`src/rtl/cfpd_pkg.sv`:
```
// cfpd_pkg: shared types and constants for the crlf framed pose deframer
// no dependencies; used by the channel interfaces, the parser and the top level

package cfpd_pkg;

	localparam int unsigned BYTE_W     = 8;
	localparam int unsigned WORD_W     = 32;
	localparam int unsigned FRAME_LEN  = 24;
	localparam int unsigned WORD_COUNT = 6;
	localparam int unsigned BYTES_PER_WORD = WORD_W / BYTE_W;
	localparam int unsigned IDX_W      = $clog2(FRAME_LEN + 1);

	typedef logic [BYTE_W-1:0] byte_t;
	typedef logic [WORD_W-1:0] word_t;
	typedef logic [IDX_W-1:0]  idx_t;

	localparam byte_t MARK_CR = 8'h0D;
	localparam byte_t MARK_LF = 8'h0A;

	typedef enum logic [2:0] {
		PH_HUNT     = 3'd0,
		PH_HDR_LF   = 3'd1,
		PH_DATA     = 3'd2,
		PH_TRAIL_LF = 3'd3,
		PH_TRAIL_CR = 3'd4
	} phase_t;

	// parser status seen by the top level
	typedef struct packed {
		logic at_close;
		logic frame_done;
	} cfpd_stat_t;

endpackage

```
`src/rtl/cfpd_byte_if.sv`:
```
// cfpd_byte_if: valid/ready channel carrying one received serial byte
// depends on cfpd_pkg

interface cfpd_byte_if import cfpd_pkg::*; ();
	logic  valid;
	logic  ready;
	byte_t rx_byte;

	modport source (output valid, output rx_byte, input ready);
	modport sink   (input valid, input rx_byte, output ready);
endinterface

```
`src/rtl/cfpd_pose_if.sv`:
```
// cfpd_pose_if: valid/ready channel carrying one decoded frame of six words
// depends on cfpd_pkg

interface cfpd_pose_if import cfpd_pkg::*; ();
	logic  valid;
	logic  ready;
	word_t word0;
	word_t word1;
	word_t word2;
	word_t word3;
	word_t word4;
	word_t word5;

	modport source (output valid, output word0, output word1, output word2,
		output word3, output word4, output word5, input ready);
	modport sink   (input valid, input word0, input word1, input word2,
		input word3, input word4, input word5, output ready);
endinterface

```
`src/rtl/cfpd_parser.sv`:
```
// cfpd_parser: frame state machine and 24-byte payload store
// depends on cfpd_pkg

module cfpd_parser import cfpd_pkg::*; (
	input  logic       clk,
	input  logic       arst_n,
	input  logic       step,
	input  byte_t      data,
	output cfpd_stat_t stat,
	output word_t      words [WORD_COUNT]
);

	phase_t phase_q, phase_d;
	idx_t   idx_q, idx_d;
	idx_t   idx_eff;
	idx_t   idx_inc;
	byte_t  store_q [FRAME_LEN];

	assign idx_eff = (idx_q >= IDX_W'(FRAME_LEN)) ? '0 : idx_q;
	assign idx_inc = idx_eff + IDX_W'(1);

	// next state
	always_comb begin
		phase_d = phase_q;
		idx_d   = idx_q;
		case (phase_q)
			PH_HUNT: begin
				if (data == MARK_CR) phase_d = PH_HDR_LF;
			end
			PH_HDR_LF: begin
				if (data == MARK_LF) begin
					idx_d   = '0;
					phase_d = PH_DATA;
				end else if (data != MARK_CR) begin
					phase_d = PH_HUNT;
				end
			end
			PH_DATA: begin
				if (idx_inc >= IDX_W'(FRAME_LEN)) begin
					idx_d   = '0;
					phase_d = PH_TRAIL_LF;
				end else begin
					idx_d = idx_inc;
				end
			end
			PH_TRAIL_LF: begin
				phase_d = (data == MARK_LF) ? PH_TRAIL_CR : PH_HUNT;
			end
			PH_TRAIL_CR: begin
				phase_d = PH_HUNT;
			end
			default: begin
				phase_d = PH_HUNT;
			end
		endcase
	end

	// outputs
	always_comb begin
		stat.at_close   = (phase_q == PH_TRAIL_CR);
		stat.frame_done = step && (phase_q == PH_TRAIL_CR) && (data == MARK_CR);
	end

	always_ff @(posedge clk or negedge arst_n) begin
		if (!arst_n) begin
			phase_q <= PH_HUNT;
			idx_q   <= '0;
		end else if (step) begin
			phase_q <= phase_d;
			idx_q   <= idx_d;
		end
	end

	always_ff @(posedge clk) begin
		if (step && phase_q == PH_DATA) store_q[idx_eff] <= data;
	end

	// little-endian packing, byte 4k in bits 7:0
	for (genvar k = 0; k < WORD_COUNT; k++) begin : g_word
		for (genvar j = 0; j < BYTES_PER_WORD; j++) begin : g_byte
			assign words[k][j*BYTE_W +: BYTE_W] = store_q[k*BYTES_PER_WORD + j];
		end
	end

endmodule

```
`src/rtl/crlf_framed_pose_deframer.sv`:
```
// crlf_framed_pose_deframer: top level, input register, parser and result register
// depends on cfpd_pkg, cfpd_byte_if, cfpd_pose_if and cfpd_parser
//
// usage
//  rx carries one received serial byte per request (valid/ready)
//  frames look like 0x0D 0x0A, 24 payload bytes, 0x0A 0x0D; extra 0x0D bytes
//  are allowed before the header 0x0A, any other mismatch drops back to hunting
//  pose carries one request per good frame: six little-endian 32-bit words,
//  raw float bit patterns, word k from payload bytes 4k..4k+3
//  the closing 0x0D is held in the input register; when the parser steps on it, the result register is loaded
//  throughput: one byte per cycle while not stalled, set by the single parser step per byte
//  reset clears the input stage, the parser phase and the result valid;
//  the payload store is not cleared, every slot is written before any result
//  when pose is stalled the block keeps taking bytes; only a byte that arrives
//  at the close phase waits in the input register until the held result is taken

module crlf_framed_pose_deframer import cfpd_pkg::*; (
	input  logic   clk,
	input  logic   arst_n,
	cfpd_byte_if.sink   rx,
	cfpd_pose_if.source pose
);

	// input register
	logic  valid_s1;
	byte_t byte_s1;

	// result register
	logic  out_valid_q;
	word_t word_q [WORD_COUNT];

	cfpd_stat_t stat;
	word_t      words [WORD_COUNT];
	logic       stall;
	logic       step;

	// a byte at the close phase needs a free result register
	assign stall    = valid_s1 && stat.at_close && out_valid_q && !pose.ready;
	assign step     = valid_s1 && !stall;
	assign rx.ready = !valid_s1 || !stall;

	always_ff @(posedge clk or negedge arst_n) begin
		if (!arst_n) begin
			valid_s1 <= 1'b0;
		end else if (rx.valid && rx.ready) begin
			valid_s1 <= 1'b1;
		end else if (step) begin
			valid_s1 <= 1'b0;
		end
	end

	always_ff @(posedge clk) begin
		if (rx.valid && rx.ready) byte_s1 <= rx.rx_byte;
	end

	cfpd_parser u_parser (
		.clk    (clk),
		.arst_n (arst_n),
		.step   (step),
		.data   (byte_s1),
		.stat   (stat),
		.words  (words)
	);

	// frame_done only fires when the result register is free or being drained
	always_ff @(posedge clk or negedge arst_n) begin
		if (!arst_n) begin
			out_valid_q <= 1'b0;
		end else if (stat.frame_done) begin
			out_valid_q <= 1'b1;
		end else if (pose.ready) begin
			out_valid_q <= 1'b0;
		end
	end

	always_ff @(posedge clk) begin
		if (stat.frame_done) word_q <= words;
	end

	assign pose.valid = out_valid_q;
	assign pose.word0 = word_q[0];
	assign pose.word1 = word_q[1];
	assign pose.word2 = word_q[2];
	assign pose.word3 = word_q[3];
	assign pose.word4 = word_q[4];
	assign pose.word5 = word_q[5];

endmodule

```
`src/flat_wrapper.sv`:
```
// flat-port wrapper written by rule: the top's interface ports become plain ports
module crlf_framed_pose_deframer_flat import cfpd_pkg::*;
  (clk, arst_n, rx_valid, rx_rx_byte, rx_ready, pose_valid, pose_word0, pose_word1, pose_word2, pose_word3, pose_word4, pose_word5, pose_ready);
  cfpd_byte_if rx_i ();
  cfpd_pose_if pose_i ();
  input  logic clk;
  input  logic arst_n;
  input wire logic [$bits(rx_i.valid)-1:0] rx_valid;
  input wire logic [$bits(rx_i.rx_byte)-1:0] rx_rx_byte;
  output wire logic [$bits(rx_i.ready)-1:0] rx_ready;
  output wire logic [$bits(pose_i.valid)-1:0] pose_valid;
  output wire logic [$bits(pose_i.word0)-1:0] pose_word0;
  output wire logic [$bits(pose_i.word1)-1:0] pose_word1;
  output wire logic [$bits(pose_i.word2)-1:0] pose_word2;
  output wire logic [$bits(pose_i.word3)-1:0] pose_word3;
  output wire logic [$bits(pose_i.word4)-1:0] pose_word4;
  output wire logic [$bits(pose_i.word5)-1:0] pose_word5;
  input wire logic [$bits(pose_i.ready)-1:0] pose_ready;
  assign rx_i.valid = rx_valid;
  assign rx_i.rx_byte = rx_rx_byte;
  assign rx_ready = rx_i.ready;
  assign pose_valid = pose_i.valid;
  assign pose_word0 = pose_i.word0;
  assign pose_word1 = pose_i.word1;
  assign pose_word2 = pose_i.word2;
  assign pose_word3 = pose_i.word3;
  assign pose_word4 = pose_i.word4;
  assign pose_word5 = pose_i.word5;
  assign pose_i.ready = pose_ready;
  crlf_framed_pose_deframer u_core (.clk(clk), .arst_n(arst_n), .rx(rx_i), .pose(pose_i));
endmodule
```
`config.mk`:
```
export PLATFORM = sky130hd
export DESIGN_NAME = crlf_framed_pose_deframer_flat
export DESIGN_NICKNAME = d
export VERILOG_FILES = /design/src/rtl/cfpd_pkg.sv /design/src/rtl/cfpd_byte_if.sv /design/src/rtl/cfpd_pose_if.sv /design/src/rtl/cfpd_parser.sv /design/src/rtl/crlf_framed_pose_deframer.sv /design/src/flat_wrapper.sv
export SDC_FILE = /design/constraint.sdc
export NUM_CORES = 1
export LEC_CHECK = 0
export ABC_AREA = 1
export BUFFER_PORTS_ARGS = -buffer_cell sky130_fd_sc_hd__buf_2
export CAP_MARGIN = 20
export CORE_MARGIN = 1
export CORE_UTILIZATION = 30
export CTS_CLUSTER_SIZE = 16
export DETAILED_ROUTE_END_ITERATION = 6
export GPL_ROUTABILITY_DRIVEN = 0
export SYNTH_ARGS = -nofsm -noshare
export SYNTH_HDL_FRONTEND = slang
export SYNTH_HIERARCHICAL = 1
export SYNTH_SLANG_ARGS = --single-unit
```
`constraint.sdc`:
```
create_clock -name clk -period 42.3 [get_ports clk]
set_clock_uncertainty 0.05 [all_clocks]
set_input_delay 8.46 -clock clk [delete_from_list [all_inputs] [get_ports clk]]
set_output_delay 8.46 -clock clk [all_outputs]
set_load 0.01 [all_outputs]
```
# Word level (Yosys, flattened, before mapping)
# Memories as Yosys holds them, arrays and structs flattened. A register that Yosys moved wholly into a read port is not among the register bits.
# Cells that the tools add are included.
# word_totals
regBits,18
latchBits,0
mem_bits_rw,192
mem_bits_ro,0
out_inout_bits,194
wordCells,54
mem_count,1
# classes
add_sub_neg,1
mul,0
div_mod_pow,0
order_cmp,2
n_eq_ne,11
shift,0
mux,16
bitwise_logic,0
reduce_logical,18
# memory_table
memory,words,word_bits,read_ports,rd_ports_with_merged_regs,write_ports,line_no,text
u_core.u_parser.store_q,24,8,24,24,1,cfpd_parser.sv:17,byte_t store_q [FRAME_LEN];
# op_table
operator,n
== test 8 x 4 -> 1 bit (second input constant),2
2-to-1 mux 3 bit,5
2-to-1 mux 5 bit,3
one-hot mux 3 bit (4 select lines),1
>= comparator 5 bit (second input constant),2
one-hot mux 5 bit (2 select lines),1
logical AND 1 bit,8
!= test 8 x 4 -> 1 bit (second input constant),1
== test 3 x 2 -> 1 bit (second input constant),2
2-to-1 mux 1 bit,6
!= test 2 bit (second input constant),3
nonzero test 2 bit,3
adder 5 x 1 -> 5 bit (second input constant),1
AND reduction 4 bit,1
== test 3 x 1 -> 1 bit (second input constant),1
== test 3 bit (second input constant),1
logical NOT 1 bit,3
logical NOT 3 bit,1
!= test 3 bit (second input constant),1
AND reduction 3 bit,1
logical OR 1 bit,1

# Logic depth before layout (Yosys ltp)
# Gate-level depths: netlist of run 1.
# logic_depth
depth_word,9
depth_mapped,12

# Modules after synthesis
# The synthesis of run 1 kept the hierarchy.
# by_module_without_submodules
mod,n_inst,cells_each,area_per_inst_um2
cfpd_parser,1,332,6583.8
crlf_framed_pose_deframer,1,214,6105.9

# Worst setup path after synthesis of run 1
# Ideal clock, no wire load.
# synth_timing
kind,input to register
start,in pose_ready
end,"reg u_core.word_q (netlist bit u_core/pose.word0[0]) (read register of u_core.u_parser.store_q), enable pin"
t_arrival_ns,27.047
t_required_ns,41.033
slack_ns,13.987
cell_stages,6
n_path_buf,0
cell_sequence,inv_1 > nand2_1 > nor2_2 > nor2_1 > inv_1 > nor4_1
# synth_rtl
element,line_no,text
from (decl),flat_wrapper.sv:18,input wire logic [$bits(pose_i.ready)-1:0] pose_ready;
to (decl),crlf_framed_pose_deframer.sv:30,word_t word_q [WORD_COUNT];

# Worst setup path in the final report of run 1
# layout_timing
start,in pose_ready
end,out rx_ready
# layout_between
elab_chain_len,4
# layout_rtl
element,line_no,text
logical NOT 1 bit,crlf_framed_pose_deframer.sv:38,assign stall = valid_s1 && stat.at_close && out_valid_q && !pose.ready;
logical AND 1 bit,crlf_framed_pose_deframer.sv:38,
logical NOT 1 bit,crlf_framed_pose_deframer.sv:40,assign rx.ready = !valid_s1 || !stall;
logical OR 1 bit,crlf_framed_pose_deframer.sv:40,
to (decl),flat_wrapper.sv:10,output wire logic [$bits(rx_i.ready)-1:0] rx_ready;
# Every way passes these cells.

==> flow_summary.ini, run 1 <==
[drt]
dr_total_vias = 5713
antenna_left = 0
wirelength_um = 26590
drt_iter0_drc = 390
routedWlPerCell_um = 19.45
drcViolationCount = 0
viasPerCell = 4.179
drtPass1Iterations = 5

[logic_synthesis]
synthArstFlopShare = 0.02488
syn_area_per_cell_um2 = 23.24
yosys-top-cells-area = edfxtp_1 93%, dfrtp_1 2.0%, nand2_1 1.3%, nor2_1 1.2%, inv_1 0.62%
synth-edff-count = 392
synth.cell_area_mm2 = 0.01269
syn_nets = 560
synth_top_area_frac = 0.9276
yosys.area.top_type = edfxtp_1
yosysMostFrequentCell = edfxtp_1
yosysSeqAreaShare = 0.9473
synth_cell_type_count = 19
synthFlopType = edfxtp_1
ys_ff_latch = 402
synth_common_cells = 392 x edfxtp_1, 43 x nand2_1, 40 x nor2_1
yosysWarnings = 6
postSynthCellCount = 546

[final_layout]
nets = 820
post-route-util = 0.3813
drive_above_1_share = 0.3461
synthToLayoutAreaGrowth_pct = 24.10
diodes = 0

[clock_network]
post_cts_buffers = 0
cts.sinks = 402
htreeDepth = 2
cts_buffers = 41
clock-root-buffer = clkbuf_16
cts_tree = built
clk_latency_ns = 0.55
clkSlewWorstSetupHoldPaths_ns = 0.06
ctsHoldBuffers = 0
cts_buffer_depth = 3
ctsResizeCount = 0

[setup_path]
critPathMaxFanout = 2
critPathArrivalTime_ns = 8.86
crit_type = input pin to primary output
ff2ff_path_depth = 10
worstPathRequired_ns = 33.79
r2r_start = u_core/u_parser/phase_q[1]
end_kind = primary output
cp-start-kind = input pin
worstSetupStartpoint = pose_ready

[job]
drv_cap = 0

[floorplanning]
die_area_mm2 = 0.04312
ios = 206
die_w_um = 207.7
rows = 74
initial_core_util = 0.3073
die_h_um = 207.7
core_mm2 = 0.04129

[worst_hold_path]
whs_path_depth = 0
hp-start = u_core/u_parser/store_q[9][0]
hold_path.class = register to register

[power_and_ir_drop]
seqPwrFrac = 0.545
sw_frac_of_total = 0.2022
intPower_uw = 643.5
power_uw = 806.6
p_leak_nw = 5.480
p_switching_uw = 163.1
ir_drop_mv = 0.02708
clkPwrFrac = 0.424
cellPowerDensity_mw_per_mm2 = 51.22
pwr-share-comb = 0.030

[sta]
period_share = 0.4107
rsz0062_at_grt = false
relSlewSlack = 0.3684
drv_slew = 0
finalSetupTns_ns = 0
fin_crit_ns = 17.37
fmax_mhz = 57.56
hold_viol_final = 0
setup_viol = 0
worst_slack_ns = 24.93
worst_slew_pin_slew_ns = 0.9474

[global_route]
grt_max_degree = 74
grt_pass1_vias = 5699
grt-ovfl-total = 0
grt_pass1_wl_um = 38070
antenna_found_initial = 2
groute.usage.overall = 0.1226

[placement]
io_buffer_count = 205
place_ws_ns = 24.93
dp_hpwl_um = 15310

[outcome]
outcome = complete, no violations
-- layout by cell type (no fill, tap or decap), types with 9 or more instances in the layout --
cell / netlist / layout
buf_2: 0 / 205
nand2_1: 43 / 43
clkbuf_16: 0 / 42
clkinv_1: 0 / 9
clkbuf_1: 0 / 10
inv_1: 21 / 21
buf_4: 0 / 12
edfxtp_1: 392 / 392
nand3_1: 9 / 9
dfrtp_1: 10 / 10
nor2_1: 40 / 40
-- critical path: stages --
cell and delay [ns]:
buf_2 0.10, inv_1 0.06, nand4_1 0.09, buf_2 0.16
-- registers in the layout (all words and copies together) (netlist names) --
register,count
u_core/byte_s1,8
u_core/pose.valid,1
u_core/pose.word0,32
u_core/pose.word1,32
u_core/pose.word2,32
u_core/pose.word3,32
u_core/pose.word4,32
u_core/pose.word5,32
u_core/u_parser/idx_q,5
u_core/u_parser/phase_q,3
u_core/u_parser/store_q,192
u_core/valid_s1,1
-- final timing paths --
check	slack [ns]	to
worst max-delay path	24.93	rx_ready
worst min-delay path	0.36	u_core/pose.word2[8]
worst max register to register	38.92	u_core/pose.word2[17]
worst min register to register	0.36	u_core/pose.word2[8]
max in group asynchronous	34.24	u_core/u_parser/phase_q[0]
min in group asynchronous	7.73	u_core/pose.valid
-- through the flow --
stage	instances	cell area, um^2	hold slack, ns
3_5_place_dp	1295	14480	0.3545
3_3_place_gp	1295	14480	0.3506
6_report	1367	15750	0.3609
5_1_grt	1367	15750	0.3670
2_1_floorplan	546	12690	0.3503
4_1_cts	1367	15750	0.3641
-- final cells by class --
| cell class | count | area (um^2) |
|---|---|---|
| sequential | 402 | 12020 |
| tap | 532 | 665.6 |
| clock buffer | 52 | 1089 |
| fill | 3744 | 25550 |
| inverter | 27 | 101.3 |
| multi-input combinational | 117 | 573.1 |
| timing repair buffer | 217 | 1116 |
| clock inverter | 20 | 181.4 |
-- cell families (layout without fill, tap and decap cells) --
logic type,after synthesis,after routing,synth area share
compound gates,8,8,0.003943
fa+ha+maj,2,2,0.001972
buf+inv,27,316,0.007987
flops,402,402,0.9473
simple gates,107,107,0.03875
-- layer usage --
| layer | vias to the layer above | GRT usage | routed length (um) |
|---|---|---|---|
| met5 | - | 0 | 0 |
| li1 | 2611 | - | - |
| met1 | 2873 | 0.1596 | 11660 |
| met3 | 38 | 0.03449 | 1548 |
| met4 | 0 | 0.03934 | 562 |
| met2 | 191 | 0.1982 | 12810 |
-- power by group through the flow --
stage	Clock [mW]	Sequential [mW]	Combinational, mW
2_1_floorplan	0	0.449	0.0138
3_3_place_gp	0	0.448	0.0244
3_5_place_dp	0	0.448	0.0251
4_1_cts	0.353	0.440	0.0252
5_1_grt	0.368	0.440	0.0276
6_report	0.342	0.440	0.0245
Note: power is estimated with default switching activity, not from simulation.
==> inputs of run 2 (changes only) <==
- clock period: 42.3 -> 15.4 ns (I/O delays scaled with it)
==> run 2 against run 1 <==
  * Critical endpoint unchanged
  * Sequential power increased to 2.7 times the previous value
  * First-iteration DRC count decreased by 29%
  * Via count barely moved
  * Non-clock buffer count fell by 1
  * Setup slack worse by 16 ns
  * Die area is the same
  * Combinational power grew to 2.8 times the previous value
  * Core utilization barely moved
  * Sequential share of layout area barely moved
==> flow_summary.ini, run 2 (same netlist as run 1, synthesis figures left out) <==
[sta]
hold_viol_final = 0
rsz0062_at_grt = false
fin_crit_ns = 6.618
worst_slew_pin_slew_ns = 0.9392
finalSetupTns_ns = 0
drv_slew = 0
setup_viol = 0
relSlewSlack = 0.3738
period_share = 0.4297
fmax_mhz = 151.1
whs_ns = 0.3598

[clock_network]
htreeDepth = 2
cts_tree = built
clock-root-buffer = clkbuf_16
clk_latency_ns = 0.55
cts.sinks = 402
ctsHoldBuffers = 0
cts_buffer_depth = 3
cts_buffers = 42
ctsResizeCount = 0
post_cts_buffers = 0
clkSlewWorstSetupHoldPaths_ns = 0.06

[power_and_ir_drop]
intPower_mw = 1.755
p_switching_uw = 448.9
ir_drop_mv = 0.05849
clkPwrFrac = 0.421
pwr-share-comb = 0.031
power_mw = 2.204
cellPowerDensity_mw_per_mm2 = 140.0
seqPwrFrac = 0.548
p_leak_nw = 5.477
sw_frac_of_total = 0.2037

[drt]
routedWlPerCell_um = 19.51
drtPass1Iterations = 4
wirelength_um = 26710
viasPerCell = 4.175
antenna_left = 0
drcViolationCount = 0
drt_iter0_drc = 277
dr_total_vias = 5715

[setup_path]
r2r-end = u_core/pose.word3[2]
critPathArrivalTime_ns = 3.49
cp-start-kind = input pin
crit_end = rx_ready
end_kind = primary output
critPathMaxFanout = 2
ff2ff_path_depth = 10
worstPathRequired_ns = 12.27
r2r_start = u_core/u_parser/phase_q[1]
r2r_slack_ns = 11.85
crit_type = input pin to primary output
worstSetupStartpoint = pose_ready

[final_layout]
final_common_cell = edfxtp_1
nets = 820
largest_reg_flops = 192
diodes = 0
synthToLayoutAreaGrowth_pct = 24.05
post-route-util = 0.3812
most-common-layout-cells = 392 x edfxtp_1, 205 x buf_2, 43 x clkbuf_16, 43 x nand2_1, 40 x nor2_1
largest-register = u_core/u_parser/store_q
drive_above_1_share = 0.3453
design_area_mm2 = 0.01574

[placement]
dp_hpwl_um = 15750
placed_cell_area_mm2 = 0.01448
io_buffer_count = 205

[floorplanning]
rows = 74
core_mm2 = 0.04129
die_w_um = 207.7
die_area_mm2 = 0.04312
initial_core_util = 0.3073
die_h_um = 207.7
ios = 206

[global_route]
grt-ovfl-total = 0
grt_pass1_wl_um = 38200
grt_pass1_vias = 5816
groute.usage.overall = 0.1228
grt_max_degree = 75
antenna_found_initial = 0

[outcome]
outcome = complete, no violations

[job]
drv_cap = 0

[worst_hold_path]
hold_path.class = register to register
run 2: cell type report:
type	instances	area, um^2
Clock buffer	59	1146
Clock inverter	16	116.4
Fill cell	3778	25550
Inverter	27	101.3
Multi-Input combinational cell	117	581.8
Sequential cell	402	12020
Tap cell	532	665.6
Timing Repair Buffer	216	1109
run 2: metal layers:
metal  vias to the layer above  track usage  share of wire
li1                       2612            -              -
met1                      2879       0.1648           0.45
met2                       176       0.1949           0.47
met3                        48      0.03298          0.054
met4                         0      0.03729          0.020
met5                         -            0              0
run 2: worst min path at each step:
stage / start / end / slack (ns) / cells past startpoint
finish: u_core/u_parser/store_q[12][3] / u_core/pose.word3[3] / 0.36 / 0
global route: u_core/u_parser/store_q[7][1] / u_core/pose.word1[25] / 0.37 / 0
CTS: u_core/u_parser/store_q[12][3] / u_core/pose.word3[3] / 0.36 / 0
detailed placement: u_core/u_parser/store_q[3][6] / u_core/pose.word0[30] / 0.35 / 0
global placement: u_core/u_parser/store_q[23][7] / u_core/pose.word5[31] / 0.35 / 0
floorplan: u_core/u_parser/store_q[0][0] / u_core/pose.word0[0] / 0.35 / 0
run 2: power by group through the flow:
stage | registers, mW | clock network [mW] | logic, mW
after floorplan | 1.23 | 0 | 0.0381
final | 1.21 | 0.928 | 0.0680
after global routing | 1.21 | 1.00 | 0.0771
after CTS | 1.21 | 0.960 | 0.0702
after global placement | 1.23 | 0 | 0.0681
after detailed placement | 1.23 | 0 | 0.0702
run 2: worst max-delay path, cell delays in order:
cell and delay [ns]:
buf_2 0.10, inv_1 0.06, nand4_1 0.10, buf_2 0.16
run 2: through the flow:
step / worst slack (ns) / instances
after floorplan: 0.6450 / 546
after global placement: 8.781 / 1294
after detailed placement: 8.784 / 1294
after CTS: 8.779 / 1369
after global routing: 8.732 / 1369
final: 8.782 / 1369
==> inputs of run 3 (changes only) <==
- clock period: 15.4 -> 6.6 ns (I/O delays scaled with it)
==> run 3 against run 2 <==
  * Core utilization increased by 0.36 points
  * Sequential share of layout area fell by 0.71 points
  * Combinational power increased by 130%
  * Clock power grew 150%
  * Design area increased by 0.94%
  * Setup slack got worse by 5.3 ns
  * Total power is 140% higher
  * Non-clock buffer count decreased by 1
  * Largest cell class unchanged
==> flow_summary.ini, run 3 (same netlist as run 1, synthesis figures left out) <==
[clock_network]
cts_buffers = 41
clk_latency_ns = 0.55
ctsHoldBuffers = 0
clkSlewWorstSetupHoldPaths_ns = 0.06
cts_buffer_depth = 3
ctsResizeCount = 0
htreeDepth = 2
clock-root-buffer = clkbuf_16
cts.sinks = 402
post_cts_buffers = 0
cts_tree = built

[final_layout]
drive_above_1_share = 0.3636
nets = 818
multiInputGateArea_um2 = 601.8
final_common_cell = edfxtp_1
diodes = 0
design_area_mm2 = 0.01589
synthToLayoutAreaGrowth_pct = 25.21
fill_cells = 3723
largest-register = u_core/u_parser/store_q
largest_reg_flops = 192
regArea_mm2 = 0.01202
most-common-layout-cells = 392 x edfxtp_1, 205 x buf_2, 43 x clkbuf_16

[setup_path]
worstPathRequired_ns = 5.23
critPathArrivalTime_ns = 1.77
crit_path_max_incr_delay_ns = 0.16
path_cells = buf_2 -> inv_12 -> nand4_1 -> buf_2
cp-start-kind = input pin
cp_common_cell = buf_2
cpMaxStageDelayCell = buf_2
end_kind = primary output
critPathMaxFanout = 2
critPathBufInv = 3
cpLargestDelayFamily = buffers and inverters
crit_type = input pin to primary output

[worst_hold_path]
hold_path.class = register to register

[job]
drv_cap = 0

[global_route]
grt_pass1_wl_um = 38510
antenna_found_initial = 1
grt_pass1_vias = 5770
grt_max_degree = 133
groute.usage.overall = 0.1240
grt-ovfl-total = 0

[power_and_ir_drop]
p_switching_mw = 1.075
cellPowerDensity_mw_per_mm2 = 332.7
clkPwrFrac = 0.437
intPower_mw = 4.211
p_leak_nw = 5.530
seqPwrFrac = 0.533
pwr-share-comb = 0.030
ir_drop_mv = 0.1276
sw_frac_of_total = 0.2034

[sta]
period_share = 0.4758
rsz0062_at_grt = false
fin_crit_ns = 3.141
worst_slew_pin_slew_ns = 0.7857
hold_viol_final = 0
drv_slew = 0
whs_ns = 0.3629
setup_viol = 0
fmax_mhz = 318.4
relSlewSlack = 0.4762
worst_slack_ns = 3.459

[outcome]
outcome = complete, no violations

[drt]
drtPass1Iterations = 4
drcViolationCount = 0
drt_iter0_drc = 490
wirelength_um = 26770
routedWlPerCell_um = 19.57
antenna_left = 0
dr_total_vias = 5679
viasPerCell = 4.151

[placement]
place_ws_ns = 3.099
io_buffer_count = 205
placed_cell_area_mm2 = 0.01452
dp_hpwl_um = 16190

[floorplanning]
die_area_mm2 = 0.04312
ios = 206
die_h_um = 207.7
die_w_um = 207.7
initial_core_util = 0.3073
core_mm2 = 0.04129
rows = 74
-- run 3: cell count changes in the layout (fill, tap and decap cells not counted), moves of 2 or more --
cell        previous run  this run
bufinv_16              1         4
clkinvlp_4             0         5
clkinv_4               2         4
inv_1                 21        19
nor2_4                 3         5
clkbuf_1              15         6
buf_4                 11         9
clkinv_1               6         3
clkinv_2               4         6
-- run 3: worst paths after layout --
| check | slack, ns | cells past startpoint | endpoint | from |
|---|---|---|---|---|
| setup reg to reg | 3.88 | 10 | u_core/u_parser/store_q[21][6] | u_core/u_parser/phase_q[1] |
| setup / recovery | 3.46 | 4 | rx_ready | pose_ready |
| max in group asynchronous | 5.70 | 1 | u_core/u_parser/idx_q[2] | arst_n |
| min in group asynchronous | 0.58 | 1 | u_core/u_parser/idx_q[0] | arst_n |
| hold / removal | 0.36 | 0 | u_core/pose.word3[18] | u_core/u_parser/store_q[14][2] |
| hold reg to reg | 0.36 | 0 | u_core/pose.word3[18] | u_core/u_parser/store_q[14][2] |
-- run 3: cell type report --
| cell class | instances | area share |
|---|---|---|
| clock buffer | 50 | 0.07001 |
| clock inverter | 25 | 0.01638 |
| inverter | 27 | 0.007166 |
| multi-input combinational | 117 | 0.03788 |
| sequential | 402 | 0.7566 |
| tap | 532 | 0.04189 |
| timing repair buffer | 215 | 0.07008 |
-- run 3: stage by stage --
step | util | std cells | setup TNS [ns] | total power [mW]
2_1_floorplan | - | 546 | -314.64 | 2.970
3_3_place_gp | 0.3515 | 1293 | 0 | 3.032
3_5_place_dp | 0.3515 | 1293 | 0 | 3.033
4_1_cts | 0.3848 | 1368 | 0 | 5.357
5_1_grt | 0.3848 | 1368 | 0 | 5.472
6_report | 0.3848 | 1368 | 0 | 5.287
-- run 3: routing by layer --
| layer | wire length [um] | GRT usage | vias to the layer above |
|---|---|---|---|
| met2 | 12630 | 0.1935 | 184 |
| met4 | 543 | 0.04393 | 0 |
| met3 | 1328 | 0.02769 | 40 |
| met5 | 0 | 0 | - |
| li1 | - | - | 2602 |
| met1 | 12270 | 0.1707 | 2853 |
-- run 3: power by group through the flow --
stage	logic, mW	registers (mW)	clock network, mW
2_1_floorplan	0.0916	2.88	0
3_3_place_gp	0.160	2.87	0
3_5_place_dp	0.161	2.87	0
4_1_cts	0.161	2.82	2.38
5_1_grt	0.179	2.82	2.47
6_report	0.156	2.82	2.31
-- run 3: worst register-to-register path: cells and delay by family (launching register included) --
| family | cells | cell delay, ns |
|---|---|---|
| flip-flops | 1 | 0.38 |
| AND/OR/NAND/NOR | 8 | 1.77 |
| buffers and inverters | 2 | 0.16 |
